`config.mk`:
```
export PLATFORM = sky130hd
export DESIGN_NAME = triangle_square_free_edge_mask_top_flat
export DESIGN_NICKNAME = d
export VERILOG_FILES = /design/src/hw/rtl/tsfm_pkg.sv /design/src/hw/rtl/tsfm_req_if.sv /design/src/hw/rtl/tsfm_rsp_if.sv /design/src/hw/rtl/tsfm_dp.sv /design/src/hw/rtl/tsfm_ctrl.sv /design/src/hw/rtl/triangle_square_free_edge_mask_top.sv /design/src/flat_wrapper.sv
export SDC_FILE = /design/constraint.sdc
export NUM_CORES = 2
export LEC_CHECK = 0
export BUFFER_PORTS_ARGS = -buffer_cell sky130_fd_sc_hd__clkbuf_2
export CORE_AREA = 2 2 453 455
export DETAILED_ROUTE_END_ITERATION = 7
export DIE_AREA = 0 0 455 457
export PLACE_DENSITY = 0.69
export REMOVE_ABC_BUFFERS = 1
export SYNTH_ARGS = -nofsm -noshare
export SYNTH_HDL_FRONTEND = slang
export SYNTH_HIERARCHICAL = 1
export SYNTH_SLANG_ARGS = --single-unit
export TNS_END_PERCENT = 1
```
`constraint.sdc`:
```
create_clock -name clk -period 11.8 [get_ports clk]
set_input_delay 1.18 -clock clk [delete_from_list [all_inputs] [get_ports clk]]
set_output_delay 1.18 -clock clk [all_outputs]
set_load 0.005 [all_outputs]
```
`src/hw/rtl/tsfm_pkg.sv`:
```
`timescale 1ns / 1ps
package tsfm_pkg;

	localparam int DEF_VERTEX_COUNT = 32;
	localparam int ROWS             = 32;
	localparam int ROW_W            = 32;
	localparam int VW               = 5;
	localparam int IDX_W            = 6;
	localparam int OP_W             = 3;
	localparam int CFG_W            = 6;
	localparam int DEG_W            = 6;
	localparam int CNT_W            = 10;
	localparam int ACC_W            = 11;
	localparam logic [CFG_W-1:0] PREFIX_RESET = 6'd10;

	localparam logic [OP_W-1:0] OP_LOAD    = 3'd0;
	localparam logic [OP_W-1:0] OP_ADD     = 3'd1;
	localparam logic [OP_W-1:0] OP_REMOVE  = 3'd2;
	localparam logic [OP_W-1:0] OP_REBUILD = 3'd3;
	localparam logic [OP_W-1:0] OP_REFRESH = 3'd4;
	localparam logic [OP_W-1:0] OP_READ    = 3'd5;

	typedef enum logic [4:0] {
		ST_IDLE,
		ST_LOAD,
		ST_EDGE_A,
		ST_EDGE_B,
		ST_CUT_A,
		ST_CUT_B,
		ST_DIAG,
		ST_ROW,
		ST_SCAN,
		ST_RD_I,
		ST_RD_J,
		ST_SQ,
		ST_WR_I,
		ST_WR_J,
		ST_COUNT,
		ST_OUT
	} state_t;

	typedef enum logic [3:0] {
		DP_NOP,
		DP_TAKE,
		DP_WRITE,
		DP_RD_I,
		DP_RD_J,
		DP_SQ,
		DP_SNAP,
		DP_CNT,
		DP_OUT
	} dp_op_t;

	typedef struct packed {
		dp_op_t          op;
		logic [VW-1:0]   addr;
		logic [VW-1:0]   bitv;
		logic [VW-1:0]   vj;
		logic            load;
		logic            adj_set;
		logic            adj_clr;
		logic            mask_clr;
		logic            cnt_first;
		logic            err;
	} cmd_t;

	typedef struct packed {
		logic adjbit;
		logic forb;
		logic snap_bit;
		logic out_busy;
	} stat_t;

	function automatic logic [DEG_W-1:0] pop32(input logic [ROW_W-1:0] x);
		logic [DEG_W-1:0] c;
		c = '0;
		for (int n = 0; n < ROW_W; n++) begin
			c = c + DEG_W'(x[n]);
		end
		return c;
	endfunction

	// Vertex v sits at bit (nv - 1 - v), so vertex 0 is the top vertex bit.
	function automatic logic [ROW_W-1:0] vbit(input logic [VW-1:0] v, input logic [IDX_W-1:0] nv);
		return ROW_W'(1) << (nv - IDX_W'(1) - {1'b0, v});
	endfunction

endpackage

```
`src/hw/rtl/tsfm_req_if.sv`:
```
`timescale 1ns / 1ps
interface tsfm_req_if;
	import tsfm_pkg::*;
	logic                 valid;
	logic                 ready;
	logic [OP_W-1:0]      operation;
	logic [IDX_W-1:0]     first_vertex;
	logic [IDX_W-1:0]     second_vertex;
	logic [ROW_W-1:0]     row_adjacency;
	logic [ROW_W-1:0]     row_mask;

	modport source(output valid, operation, first_vertex, second_vertex, row_adjacency,
		row_mask, input ready);
	modport sink(input valid, operation, first_vertex, second_vertex, row_adjacency,
		row_mask, output ready);
endinterface

```
`src/hw/rtl/tsfm_rsp_if.sv`:
```
`timescale 1ns / 1ps
interface tsfm_rsp_if;
	import tsfm_pkg::*;
	logic                 valid;
	logic                 ready;
	logic [ROW_W-1:0]     adjacency_out;
	logic [ROW_W-1:0]     mask_out;
	logic [DEG_W-1:0]     vertex_degree;
	logic [CNT_W-1:0]     edge_count;
	logic [CNT_W-1:0]     candidate_count;
	logic                 index_error;

	modport source(output valid, adjacency_out, mask_out, vertex_degree, edge_count,
		candidate_count, index_error, input ready);
	modport sink(input valid, adjacency_out, mask_out, vertex_degree, edge_count,
		candidate_count, index_error, output ready);
endinterface

```
`src/hw/rtl/tsfm_dp.sv`:
```
`timescale 1ns / 1ps
module tsfm_dp #(
	parameter int VERTEX_COUNT = tsfm_pkg::DEF_VERTEX_COUNT
) (
	input  logic                       clk,
	input  logic                       arst_n,
	input  tsfm_pkg::cmd_t             cmd,
	output tsfm_pkg::stat_t            stat,
	input  logic [tsfm_pkg::ROW_W-1:0] row_adjacency,
	input  logic [tsfm_pkg::ROW_W-1:0] row_mask,
	tsfm_rsp_if.source                 rsp
);
	import tsfm_pkg::*;

	localparam int NV = (VERTEX_COUNT < ROWS) ? VERTEX_COUNT : ROWS;
	localparam logic [IDX_W-1:0] NV6 = IDX_W'(NV);

	logic [ROW_W-1:0] adj_q  [ROWS];
	logic [ROW_W-1:0] mask_q [ROWS];
	logic [ROW_W-1:0] load_adj_q, load_mask_q;
	logic [ROW_W-1:0] ri_q, v_q, snap_q;
	logic             adjbit_q, forb_q;
	logic [ACC_W-1:0] ecnt_q, ccnt_q;
	logic             out_valid_q;
	logic [ROW_W-1:0] out_adj_q, out_mask_q;
	logic [DEG_W-1:0] out_deg_q;
	logic [CNT_W-1:0] out_ecnt_q, out_ccnt_q;
	logic             out_err_q;

	logic [ROW_W-1:0] rd_adj, rd_mask, bit_sel, adj_new, mask_new, rj;
	logic             square_hit;

	always_comb begin
		rd_adj   = adj_q[cmd.addr];
		rd_mask  = mask_q[cmd.addr];
		bit_sel  = vbit(cmd.bitv, NV6);
		adj_new  = cmd.load ? load_adj_q :
			((rd_adj | (cmd.adj_set ? bit_sel : '0)) & ~(cmd.adj_clr ? bit_sel : '0));
		mask_new = cmd.load ? load_mask_q : (rd_mask & ~(cmd.mask_clr ? bit_sel : '0));
		rj       = rd_adj | bit_sel;
		// Vertex k closes a square through j when it is not j, not a neighbor of j,
		// and shares at least two neighbors with j.
		square_hit = (cmd.addr != cmd.vj) && ((v_q & bit_sel) == '0) &&
			(pop32(rd_adj & v_q) > DEG_W'(1));
	end

	always_ff @(posedge clk or negedge arst_n) begin
		if (!arst_n) begin
			for (int r = 0; r < ROWS; r++) begin
				adj_q[r]  <= '0;
				mask_q[r] <= '1;
			end
		end else if (cmd.op == DP_WRITE) begin
			adj_q[cmd.addr]  <= adj_new;
			mask_q[cmd.addr] <= mask_new;
		end
	end

	always_ff @(posedge clk) begin
		case (cmd.op)
			DP_TAKE: begin
				load_adj_q  <= row_adjacency;
				load_mask_q <= row_mask;
			end
			DP_RD_I: begin
				ri_q     <= rd_adj | bit_sel;
				adjbit_q <= (rd_adj & bit_sel) != '0;
				forb_q   <= 1'b0;
			end
			DP_RD_J: begin
				v_q    <= rj;
				forb_q <= (ri_q & rj) != '0;
			end
			DP_SQ: begin
				if (square_hit) begin
					forb_q <= 1'b1;
				end
			end
			DP_SNAP: begin
				snap_q <= rd_mask;
			end
			DP_CNT: begin
				ecnt_q <= (cmd.cnt_first ? '0 : ecnt_q) + ACC_W'(pop32(rd_adj));
				ccnt_q <= (cmd.cnt_first ? '0 : ccnt_q) + ACC_W'(pop32(rd_mask));
			end
			DP_OUT: begin
				out_adj_q  <= cmd.err ? '0 : rd_adj;
				out_mask_q <= cmd.err ? '0 : rd_mask;
				out_deg_q  <= cmd.err ? '0 : pop32(rd_adj);
				out_ecnt_q <= ecnt_q[ACC_W-1:1];
				out_ccnt_q <= ccnt_q[ACC_W-1:1];
				out_err_q  <= cmd.err;
			end
			default: begin
			end
		endcase
	end

	always_ff @(posedge clk or negedge arst_n) begin
		if (!arst_n) begin
			out_valid_q <= 1'b0;
		end else if (cmd.op == DP_OUT) begin
			out_valid_q <= 1'b1;
		end else if (rsp.ready) begin
			out_valid_q <= 1'b0;
		end
	end

	assign stat.adjbit   = adjbit_q;
	assign stat.forb     = forb_q;
	assign stat.snap_bit = (snap_q & bit_sel) != '0;
	assign stat.out_busy = out_valid_q && !rsp.ready;

	assign rsp.valid           = out_valid_q;
	assign rsp.adjacency_out   = out_adj_q;
	assign rsp.mask_out        = out_mask_q;
	assign rsp.vertex_degree   = out_deg_q;
	assign rsp.edge_count      = out_ecnt_q;
	assign rsp.candidate_count = out_ccnt_q;
	assign rsp.index_error     = out_err_q;

endmodule

```
`src/hw/rtl/tsfm_ctrl.sv`:
```
`timescale 1ns / 1ps
module tsfm_ctrl #(
	parameter int VERTEX_COUNT = tsfm_pkg::DEF_VERTEX_COUNT
) (
	input  logic                       clk,
	input  logic                       arst_n,
	input  logic                       cfg_we,
	input  logic [tsfm_pkg::CFG_W-1:0] cfg_wdata,
	input  logic                       req_valid,
	output logic                       req_ready,
	input  logic [tsfm_pkg::OP_W-1:0]  operation,
	input  logic [tsfm_pkg::IDX_W-1:0] first_vertex,
	input  logic [tsfm_pkg::IDX_W-1:0] second_vertex,
	output tsfm_pkg::cmd_t             cmd,
	input  tsfm_pkg::stat_t            stat
);
	import tsfm_pkg::*;

	localparam int NV = (VERTEX_COUNT < ROWS) ? VERTEX_COUNT : ROWS;
	localparam logic [IDX_W-1:0] NV6 = IDX_W'(NV);
	localparam logic [VW-1:0] NV1 = VW'(NV - 1);
	localparam logic [VW-1:0] NV2 = VW'(NV - 2);

	state_t           state_q, state_d;
	logic [CFG_W-1:0] prefix_q;
	logic [OP_W-1:0]  op_q;
	logic [IDX_W-1:0] a_q, b_q;
	logic             err_q, trial_q;
	logic [VW-1:0]    i_q, j_q, k_q;

	logic accept, err_in, pair_in, rebuild, kill;

	assign accept  = req_valid && req_ready;
	assign pair_in = (operation == OP_ADD) || (operation == OP_REMOVE) ||
		(operation == OP_REFRESH);
	assign err_in  = (first_vertex >= NV6) || (pair_in && (second_vertex >= NV6));
	assign rebuild = (op_q == OP_REBUILD);
	assign kill    = (rebuild && ({1'b0, i_q} < prefix_q)) || !trial_q || stat.forb;

	always_ff @(posedge clk or negedge arst_n) begin
		if (!arst_n) begin
			prefix_q <= PREFIX_RESET;
		end else if (cfg_we) begin
			prefix_q <= cfg_wdata;
		end
	end

	always_ff @(posedge clk or negedge arst_n) begin
		if (!arst_n) begin
			state_q <= ST_IDLE;
		end else begin
			state_q <= state_d;
		end
	end

	always_ff @(posedge clk or negedge arst_n) begin
		if (!arst_n) begin
			op_q    <= OP_READ;
			a_q     <= '0;
			b_q     <= '0;
			err_q   <= 1'b0;
			trial_q <= 1'b0;
			i_q     <= '0;
			j_q     <= '0;
			k_q     <= '0;
		end else begin
			case (state_q)
				ST_IDLE: begin
					if (accept) begin
						op_q  <= operation;
						a_q   <= first_vertex;
						b_q   <= second_vertex;
						err_q <= err_in;
						i_q   <= '0;
					end
				end
				ST_DIAG: begin
					if (i_q == NV1) begin
						i_q <= '0;
						j_q <= VW'(1);
					end else begin
						i_q <= i_q + VW'(1);
					end
				end
				ST_CUT_B: i_q <= '0;
				ST_ROW:   j_q <= i_q;
				ST_SCAN: begin
					if (!stat.snap_bit) begin
						if (j_q == NV1) begin
							if (i_q != NV1) begin
								i_q <= i_q + VW'(1);
							end
						end else begin
							j_q <= j_q + VW'(1);
						end
					end
				end
				ST_RD_J: trial_q <= !(rebuild && stat.adjbit);
				ST_SQ: begin
					if (stat.forb || (k_q == NV1)) begin
						k_q <= '0;
					end else begin
						k_q <= k_q + VW'(1);
					end
				end
				ST_WR_J: begin
					if (j_q == NV1) begin
						if (rebuild && (i_q != NV2)) begin
							i_q <= i_q + VW'(1);
							j_q <= i_q + VW'(2);
						end else if (!rebuild && (i_q != NV1)) begin
							i_q <= i_q + VW'(1);
						end
					end else begin
						j_q <= j_q + VW'(1);
					end
				end
				ST_COUNT: k_q <= (k_q == NV1) ? '0 : k_q + VW'(1);
				default: begin
				end
			endcase
		end
	end

	always_comb begin
		state_d = state_q;
		case (state_q)
			ST_IDLE: begin
				if (accept) begin
					if (err_in) begin
						state_d = ST_COUNT;
					end else begin
						case (operation)
							OP_LOAD:    state_d = ST_LOAD;
							OP_ADD:     state_d = ST_EDGE_A;
							OP_REMOVE:  state_d = ST_EDGE_A;
							OP_REBUILD: state_d = ST_DIAG;
							OP_REFRESH: state_d = ST_CUT_A;
							default:    state_d = ST_COUNT;
						endcase
					end
				end
			end
			ST_LOAD:   state_d = ST_COUNT;
			ST_EDGE_A: state_d = ST_EDGE_B;
			ST_EDGE_B: state_d = ST_COUNT;
			ST_CUT_A:  state_d = ST_CUT_B;
			ST_CUT_B:  state_d = ST_ROW;
			ST_DIAG:   state_d = (i_q == NV1) ? ST_RD_I : ST_DIAG;
			ST_ROW:    state_d = ST_SCAN;
			ST_SCAN: begin
				if (stat.snap_bit) begin
					state_d = ST_RD_I;
				end else if (j_q == NV1) begin
					state_d = (i_q == NV1) ? ST_COUNT : ST_ROW;
				end
			end
			ST_RD_I: state_d = ST_RD_J;
			ST_RD_J: state_d = (rebuild && stat.adjbit) ? ST_WR_I : ST_SQ;
			ST_SQ:   state_d = (stat.forb || (k_q == NV1)) ? ST_WR_I : ST_SQ;
			ST_WR_I: state_d = ST_WR_J;
			ST_WR_J: begin
				if (rebuild) begin
					state_d = ((j_q == NV1) && (i_q == NV2)) ? ST_COUNT : ST_RD_I;
				end else if (j_q == NV1) begin
					state_d = (i_q == NV1) ? ST_COUNT : ST_ROW;
				end else begin
					state_d = ST_SCAN;
				end
			end
			ST_COUNT: state_d = (k_q == NV1) ? ST_OUT : ST_COUNT;
			ST_OUT:   state_d = stat.out_busy ? ST_OUT : ST_IDLE;
			default:  state_d = ST_IDLE;
		endcase
	end

	always_comb begin
		cmd       = '0;
		cmd.op    = DP_NOP;
		req_ready = 1'b0;
		case (state_q)
			ST_IDLE: begin
				req_ready = 1'b1;
				cmd.op    = DP_TAKE;
			end
			ST_LOAD: begin
				cmd.op   = DP_WRITE;
				cmd.addr = a_q[VW-1:0];
				cmd.load = 1'b1;
			end
			ST_EDGE_A, ST_EDGE_B: begin
				cmd.op      = DP_WRITE;
				cmd.addr    = (state_q == ST_EDGE_A) ? a_q[VW-1:0] : b_q[VW-1:0];
				cmd.bitv    = (state_q == ST_EDGE_A) ? b_q[VW-1:0] : a_q[VW-1:0];
				cmd.adj_set = (op_q == OP_ADD);
				cmd.adj_clr = (op_q == OP_REMOVE);
			end
			ST_CUT_A, ST_CUT_B: begin
				cmd.op       = DP_WRITE;
				cmd.addr     = (state_q == ST_CUT_A) ? a_q[VW-1:0] : b_q[VW-1:0];
				cmd.bitv     = (state_q == ST_CUT_A) ? b_q[VW-1:0] : a_q[VW-1:0];
				cmd.mask_clr = 1'b1;
			end
			ST_DIAG: begin
				cmd.op       = DP_WRITE;
				cmd.addr     = i_q;
				cmd.bitv     = i_q;
				cmd.mask_clr = 1'b1;
			end
			ST_ROW: begin
				cmd.op   = DP_SNAP;
				cmd.addr = i_q;
			end
			ST_SCAN: cmd.bitv = j_q;
			ST_RD_I: begin
				cmd.op   = DP_RD_I;
				cmd.addr = i_q;
				cmd.bitv = j_q;
			end
			ST_RD_J: begin
				cmd.op   = DP_RD_J;
				cmd.addr = j_q;
				cmd.bitv = i_q;
			end
			ST_SQ: begin
				cmd.op   = DP_SQ;
				cmd.addr = k_q;
				cmd.bitv = k_q;
				cmd.vj   = j_q;
			end
			ST_WR_I, ST_WR_J: begin
				// The trial edge comes out again and the pair leaves the mask when killed.
				cmd.op       = DP_WRITE;
				cmd.addr     = (state_q == ST_WR_I) ? i_q : j_q;
				cmd.bitv     = (state_q == ST_WR_I) ? j_q : i_q;
				cmd.adj_clr  = trial_q;
				cmd.mask_clr = kill;
			end
			ST_COUNT: begin
				cmd.op        = DP_CNT;
				cmd.addr      = k_q;
				cmd.cnt_first = (k_q == '0);
			end
			ST_OUT: begin
				cmd.op   = stat.out_busy ? DP_NOP : DP_OUT;
				cmd.addr = a_q[VW-1:0];
				cmd.err  = err_q;
			end
			default: begin
			end
		endcase
	end

	a_err_to_count: assert property (@(posedge clk) disable iff (!arst_n)
		(state_q == ST_IDLE && accept && err_in) |=> (state_q == ST_COUNT))
		else $error("bad index did not go straight to the count pass");

	a_idx_range: assert property (@(posedge clk) disable iff (!arst_n)
		({1'b0, i_q} < NV6) && ({1'b0, j_q} < NV6) && ({1'b0, k_q} < NV6))
		else $error("vertex counter out of range");

	a_rebuild_order: assert property (@(posedge clk) disable iff (!arst_n)
		(state_q == ST_RD_I && rebuild) |-> (i_q < j_q))
		else $error("rebuild pair not ordered");

	a_refresh_order: assert property (@(posedge clk) disable iff (!arst_n)
		(state_q == ST_RD_I && !rebuild) |-> (i_q <= j_q))
		else $error("refresh pair not ordered");

	a_k_idle_zero: assert property (@(posedge clk) disable iff (!arst_n)
		(state_q != ST_SQ && state_q != ST_COUNT) |-> (k_q == '0))
		else $error("scan counter not parked at zero");

endmodule

```
`src/hw/rtl/triangle_square_free_edge_mask_top.sv`:
```
`timescale 1ns / 1ps
// Channel  Dir  Handshake     Payload
// cfg      in   cfg_we        cfg_wdata (fixed prefix vertex count)
// req      in   valid/ready   operation, first_vertex, second_vertex, row_adjacency, row_mask
// rsp      out  valid/ready   adjacency_out, mask_out, vertex_degree, counts, index_error
//
// One command at a time over a single row port; N = min(VERTEX_COUNT, 32). Read goes straight to
// the count pass; load writes one row, add or remove two. All end with a count over N rows and output.
// Rebuild clears the diagonal mask bits, then tries every pair i < j; refresh cuts the pair from both
// masks, then tries each pair left in the mask: two row reads, at most an N-row square scan, two writes.
// arst_n clears the adjacency rows, sets every mask bit and loads a prefix of 10.
// The result sits in an output register, so a stalled rsp holds only the final step.
module triangle_square_free_edge_mask_top #(
	parameter int VERTEX_COUNT = tsfm_pkg::DEF_VERTEX_COUNT
) (
	input  logic                       clk,
	input  logic                       arst_n,
	input  logic                       cfg_we,
	input  logic [tsfm_pkg::CFG_W-1:0] cfg_wdata,
	tsfm_req_if.sink                   req,
	tsfm_rsp_if.source                 rsp
);
	import tsfm_pkg::*;

	cmd_t  cmd;
	stat_t stat;

	tsfm_ctrl #(
		.VERTEX_COUNT(VERTEX_COUNT)
	) u_ctrl (
		.clk          (clk),
		.arst_n       (arst_n),
		.cfg_we       (cfg_we),
		.cfg_wdata    (cfg_wdata),
		.req_valid    (req.valid),
		.req_ready    (req.ready),
		.operation    (req.operation),
		.first_vertex (req.first_vertex),
		.second_vertex(req.second_vertex),
		.cmd          (cmd),
		.stat         (stat)
	);

	tsfm_dp #(
		.VERTEX_COUNT(VERTEX_COUNT)
	) u_dp (
		.clk          (clk),
		.arst_n       (arst_n),
		.cmd          (cmd),
		.stat         (stat),
		.row_adjacency(req.row_adjacency),
		.row_mask     (req.row_mask),
		.rsp          (rsp)
	);

endmodule

```
`src/flat_wrapper.sv`:
```
// flat-port wrapper written by rule: the top's interface ports become plain ports
module triangle_square_free_edge_mask_top_flat import tsfm_pkg::*;
#(
	parameter int VERTEX_COUNT = tsfm_pkg::DEF_VERTEX_COUNT
)
  (clk, arst_n, cfg_we, cfg_wdata, req_valid, req_operation, req_first_vertex, req_second_vertex, req_row_adjacency, req_row_mask, req_ready, rsp_valid, rsp_adjacency_out, rsp_mask_out, rsp_vertex_degree, rsp_edge_count, rsp_candidate_count, rsp_index_error, rsp_ready);
  tsfm_req_if req_i ();
  tsfm_rsp_if rsp_i ();
  input  logic clk;
  input  logic arst_n;
  input  logic cfg_we;
  input  logic [tsfm_pkg::CFG_W-1:0] cfg_wdata;
  input wire logic [$bits(req_i.valid)-1:0] req_valid;
  input wire logic [$bits(req_i.operation)-1:0] req_operation;
  input wire logic [$bits(req_i.first_vertex)-1:0] req_first_vertex;
  input wire logic [$bits(req_i.second_vertex)-1:0] req_second_vertex;
  input wire logic [$bits(req_i.row_adjacency)-1:0] req_row_adjacency;
  input wire logic [$bits(req_i.row_mask)-1:0] req_row_mask;
  output wire logic [$bits(req_i.ready)-1:0] req_ready;
  output wire logic [$bits(rsp_i.valid)-1:0] rsp_valid;
  output wire logic [$bits(rsp_i.adjacency_out)-1:0] rsp_adjacency_out;
  output wire logic [$bits(rsp_i.mask_out)-1:0] rsp_mask_out;
  output wire logic [$bits(rsp_i.vertex_degree)-1:0] rsp_vertex_degree;
  output wire logic [$bits(rsp_i.edge_count)-1:0] rsp_edge_count;
  output wire logic [$bits(rsp_i.candidate_count)-1:0] rsp_candidate_count;
  output wire logic [$bits(rsp_i.index_error)-1:0] rsp_index_error;
  input wire logic [$bits(rsp_i.ready)-1:0] rsp_ready;
  assign req_i.valid = req_valid;
  assign req_i.operation = req_operation;
  assign req_i.first_vertex = req_first_vertex;
  assign req_i.second_vertex = req_second_vertex;
  assign req_i.row_adjacency = req_row_adjacency;
  assign req_i.row_mask = req_row_mask;
  assign req_ready = req_i.ready;
  assign rsp_valid = rsp_i.valid;
  assign rsp_adjacency_out = rsp_i.adjacency_out;
  assign rsp_mask_out = rsp_i.mask_out;
  assign rsp_vertex_degree = rsp_i.vertex_degree;
  assign rsp_edge_count = rsp_i.edge_count;
  assign rsp_candidate_count = rsp_i.candidate_count;
  assign rsp_index_error = rsp_i.index_error;
  assign rsp_i.ready = rsp_ready;
  triangle_square_free_edge_mask_top #(.VERTEX_COUNT(VERTEX_COUNT)) u_core (.clk(clk), .arst_n(arst_n), .cfg_we(cfg_we), .cfg_wdata(cfg_wdata), .req(req_i), .rsp(rsp_i));
endmodule
```
==> results_dict.tcl <==
set metrics [dict create \
    status "finished with violations" \
    violations "design-rule violations" \
    antenna_found_initial 9 \
    cp.depth 27 \
    htree_levels 4 \
    min_path_type "in2async" \
    first_global_vias 77830 \
    max_freq_mhz 92.86 \
    crit_required_ns 12.47 \
    syn_area_per_cell_um2 10.82 \
    cts_buffers 237 \
    drive_above_1_share 0.2338 \
    place_congestion 0.9959 \
    netlist_area_um2 106900 \
    cts_tree "done" \
    cp_data_arrival_time_ns 11.44 \
    portBuffers 182 \
    multi_input_area_um2 40940 \
    root_buffer "clkbuf_16" \
    seq_area_um2 61820 \
    drt-total-wl_mm 360.6 \
    wl_per_cell_um 28.76 \
    final_nets 9831 \
    hold_slack_ns 0.4213 \
    dp_hpwl_mm 217.7 \
    fin_util 0.5796 \
    routed-via-count 79700 \
    synth_seq_cells 2364 \
    worst_skew_pair.late_latency_ns 0.93 \
    rsz0062_at_grt "false" \
    seq_area_frac_synth 0.5783 \
    via_per_inst 6.356 \
    async_flop_share 0.8837 \
    grt.total_usage 0.3462 \
    ant_nets 0 \
    die_x_um 455 \
    slew_headroom 0.06410 \
    drc 1 \
    critPathBufInv 6 \
    drt-initial-drc-count 9983 \
    dieArea_um2 207900 \
    startpoint "u_core/u_ctrl/state_q[3]" \
    setup_violations 0 \
    cp_common_cell "fa_1" \
    path_class "reg2reg" \
    ff2ff_path_depth 27 \
    crit_family "adder cells" \
    cts-resized-gates 0 \
    cts.hold.buffers_added 0 \
    slowest_delay_ns 0.98 \
    grt-ovfl-total 0 \
    startpoint_type "flop" \
    start_util 0.5257 \
    ys.flop_type "dfrtp_1" \
    worstSetupEndpoint "u_core/u_dp/ccnt_q[10]" \
    ff2ff_setup_slack_ns 1.03 \
    grt_max_degree 196 \
    r2r_start "u_core/u_ctrl/state_q[3]" \
    num-fill-cells 16660 \
    r2r_end "u_core/u_dp/ccnt_q[10]" \
    hold_viol 0 \
    synthesis.instances 9883 \
    ys_types 89 \
    drt_first_pass_iters 8 \
    cp_slowest_cell "dfrtp_1" \
    end_kind "flop" \
    report.final.slew_viol_count 0 \
    post_cts_buffers 0 \
    max_slew.worst_pin.slew_ns 1.404 \
    period_share 0.9126 \
    finalSetupTns_ns 0 \
    fp.coreArea_um2 203300 \
    ys_warn_count 6 \
    die_y_um 457 \
    maxCapViolations 0 \
    cts.path.max_buffers 3 \
    cts.clk_slew.worst_paths_ns 0.06 \
    finClkSkew_ns 0.09458 \
    numClockSinks 2364 \
    grt_pass1_wl_mm 527.9 \
    syn_to_final_growth_pct 10.25 \
    path_max_fanout 80 \
    synth_edf_count 275 \
    period_minus_slack_ns 10.77 \
    rows 166 \
    io_pins 183 \
]
==> routing by layer <==
layer	part of all wire	vias up	global-route usage	wire, µm
met5	0.000058	-	0	21
met4	0.067	4	0.2019	24230
met3	0.10	1063	0.07245	36020
met2	0.45	4361	0.5227	162800
met1	0.38	40200	0.4641	137600
li1	-	34080	-	-
==> worst min path at each step <==
stage | from | endpoint | slack, ns | cells past startpoint
floorplan | u_core/u_dp/ccnt_q[1] | u_core/u_dp/rsp.candidate_count[0] | 0.42 | 0
global placement | u_core/u_dp/ccnt_q[5] | u_core/u_dp/rsp.candidate_count[4] | 0.44 | 0
detailed placement | u_core/u_dp/ccnt_q[5] | u_core/u_dp/rsp.candidate_count[4] | 0.45 | 0
CTS | arst_n | u_core/u_dp/adj_q[251] | 0.39 | 1
global route | req_row_mask[30] | u_core/u_dp/load_mask_q[30] | 0.42 | 1
finish | arst_n | u_core/u_dp/adj_q[251] | 0.42 | 1
==> worst reg2reg max path: cells and delay by family, from the launching register on <==
family	cells	cell delay, ns
adders and majority gates	8	3.86
buffers and inverters	6	2.20
AOI/OAI and AO/OA	7	1.78
DFF	1	0.98
and+or+nand+nor	4	0.89
muxes	1	0.66
xor gates and xnor gates	1	0.16
==> synthesized netlist by cell type (all sizes together) (20+ instances only) <==
| master | n | area share |
|---|---|---|
| and2 | 26 | 0.0015 |
| nor4 | 65 | 0.0047 |
| a21oi | 848 | 0.040 |
| nand2 | 1474 | 0.052 |
| edfxtp | 275 | 0.077 |
| mux2i | 498 | 0.047 |
| a22oi | 168 | 0.012 |
| clkbuf | 687 | 0.024 |
| fa | 75 | 0.014 |
| mux4 | 260 | 0.055 |
| and4 | 33 | 0.0027 |
| or2 | 20 | 0.0012 |
| dfstp | 1028 | 0.25 |
| inv | 162 | 0.0057 |
| dfrtp | 1061 | 0.25 |
| mux2 | 41 | 0.0043 |
| buf | 239 | 0.015 |
| ha | 50 | 0.0059 |
| o21ai | 1408 | 0.066 |
| o22ai | 262 | 0.015 |
| nor2 | 832 | 0.029 |
| nor2b | 36 | 0.0022 |
| a211oi | 61 | 0.0043 |
| nor3 | 20 | 0.00094 |
==> placed cells by master (no fill, tap or decap), types with 244 or more instances in the layout <==
cell type and n:
a21oi_1 794, clkbuf_16 244, dfrtp_1 1060, dfstp_2 1028
edfxtp_1 275, mux2i_1 498, mux4_2 260, nand2_1 1452
nor2_1 817, o21ai_0 1397, o22ai_1 262
==> registers in the layout (all words and copies together), names as in the netlist, 5 cells and up <==
register	count
u_core/u_dp/load_mask_q	32
u_core/u_dp/ccnt_q	11
u_core/u_dp/rsp.vertex_degree	6
u_core/u_ctrl/j_q	5
u_core/u_dp/rsp.edge_count	10
u_core/u_ctrl/k_q	5
u_core/u_ctrl/b_q	5
u_core/u_dp/load_adj_q	32
u_core/u_dp/rsp.adjacency_out	32
u_core/u_ctrl/i_q	5
u_core/u_dp/snap_q	32
u_core/u_ctrl/a_q	5
u_core/u_dp/mask_q	1024
u_core/u_dp/ecnt_q	11
u_core/u_ctrl/prefix_q	6
u_core/u_dp/rsp.mask_out	32
u_core/u_dp/ri_q	32
u_core/u_dp/v_q	32
u_core/u_dp/adj_q	1024
u_core/u_dp/rsp.candidate_count	10
==> per-stage QoR <==
step / setup slack [ns] / instances / area (µm²)
after floorplan: -47.83 / 8957 / 102700
after global placement: 1.164 / 12070 / 109800
after detailed placement: 1.084 / 12070 / 109800
after CTS: 1.068 / 12510 / 117800
after global routing: 0.4495 / 12530 / 117800
final: 1.031 / 12540 / 117900
==> layout make-up <==
cell class	instances	area share
inverters	162	0.005160
diodes	28	0.0005945
repair buffers	420	0.02578
flip-flops and latches	2364	0.5246
well taps	2688	0.02854
multi-input cells	6431	0.3474
clock inverters	88	0.007612
clock buffers	358	0.06037
==> logic make-up (layout without fill, tap and decap cells) <==
kind of cell,count (synthesis),after routing,share of synthesized area
fa+ha+maj,126,126,0.01999
xor+xnor,29,29,0.002376
buf+inv,1088,1028,0.04476
simple gates,2622,2622,0.1029
flops,2364,2364,0.5783
compound gates,2855,2855,0.1459
mux,799,799,0.1057
other cells,0,28,0
Power is left out: the tool's default activity adds up to more than one toggle a clock period on the data nets, which glitch-free logic cannot reach.
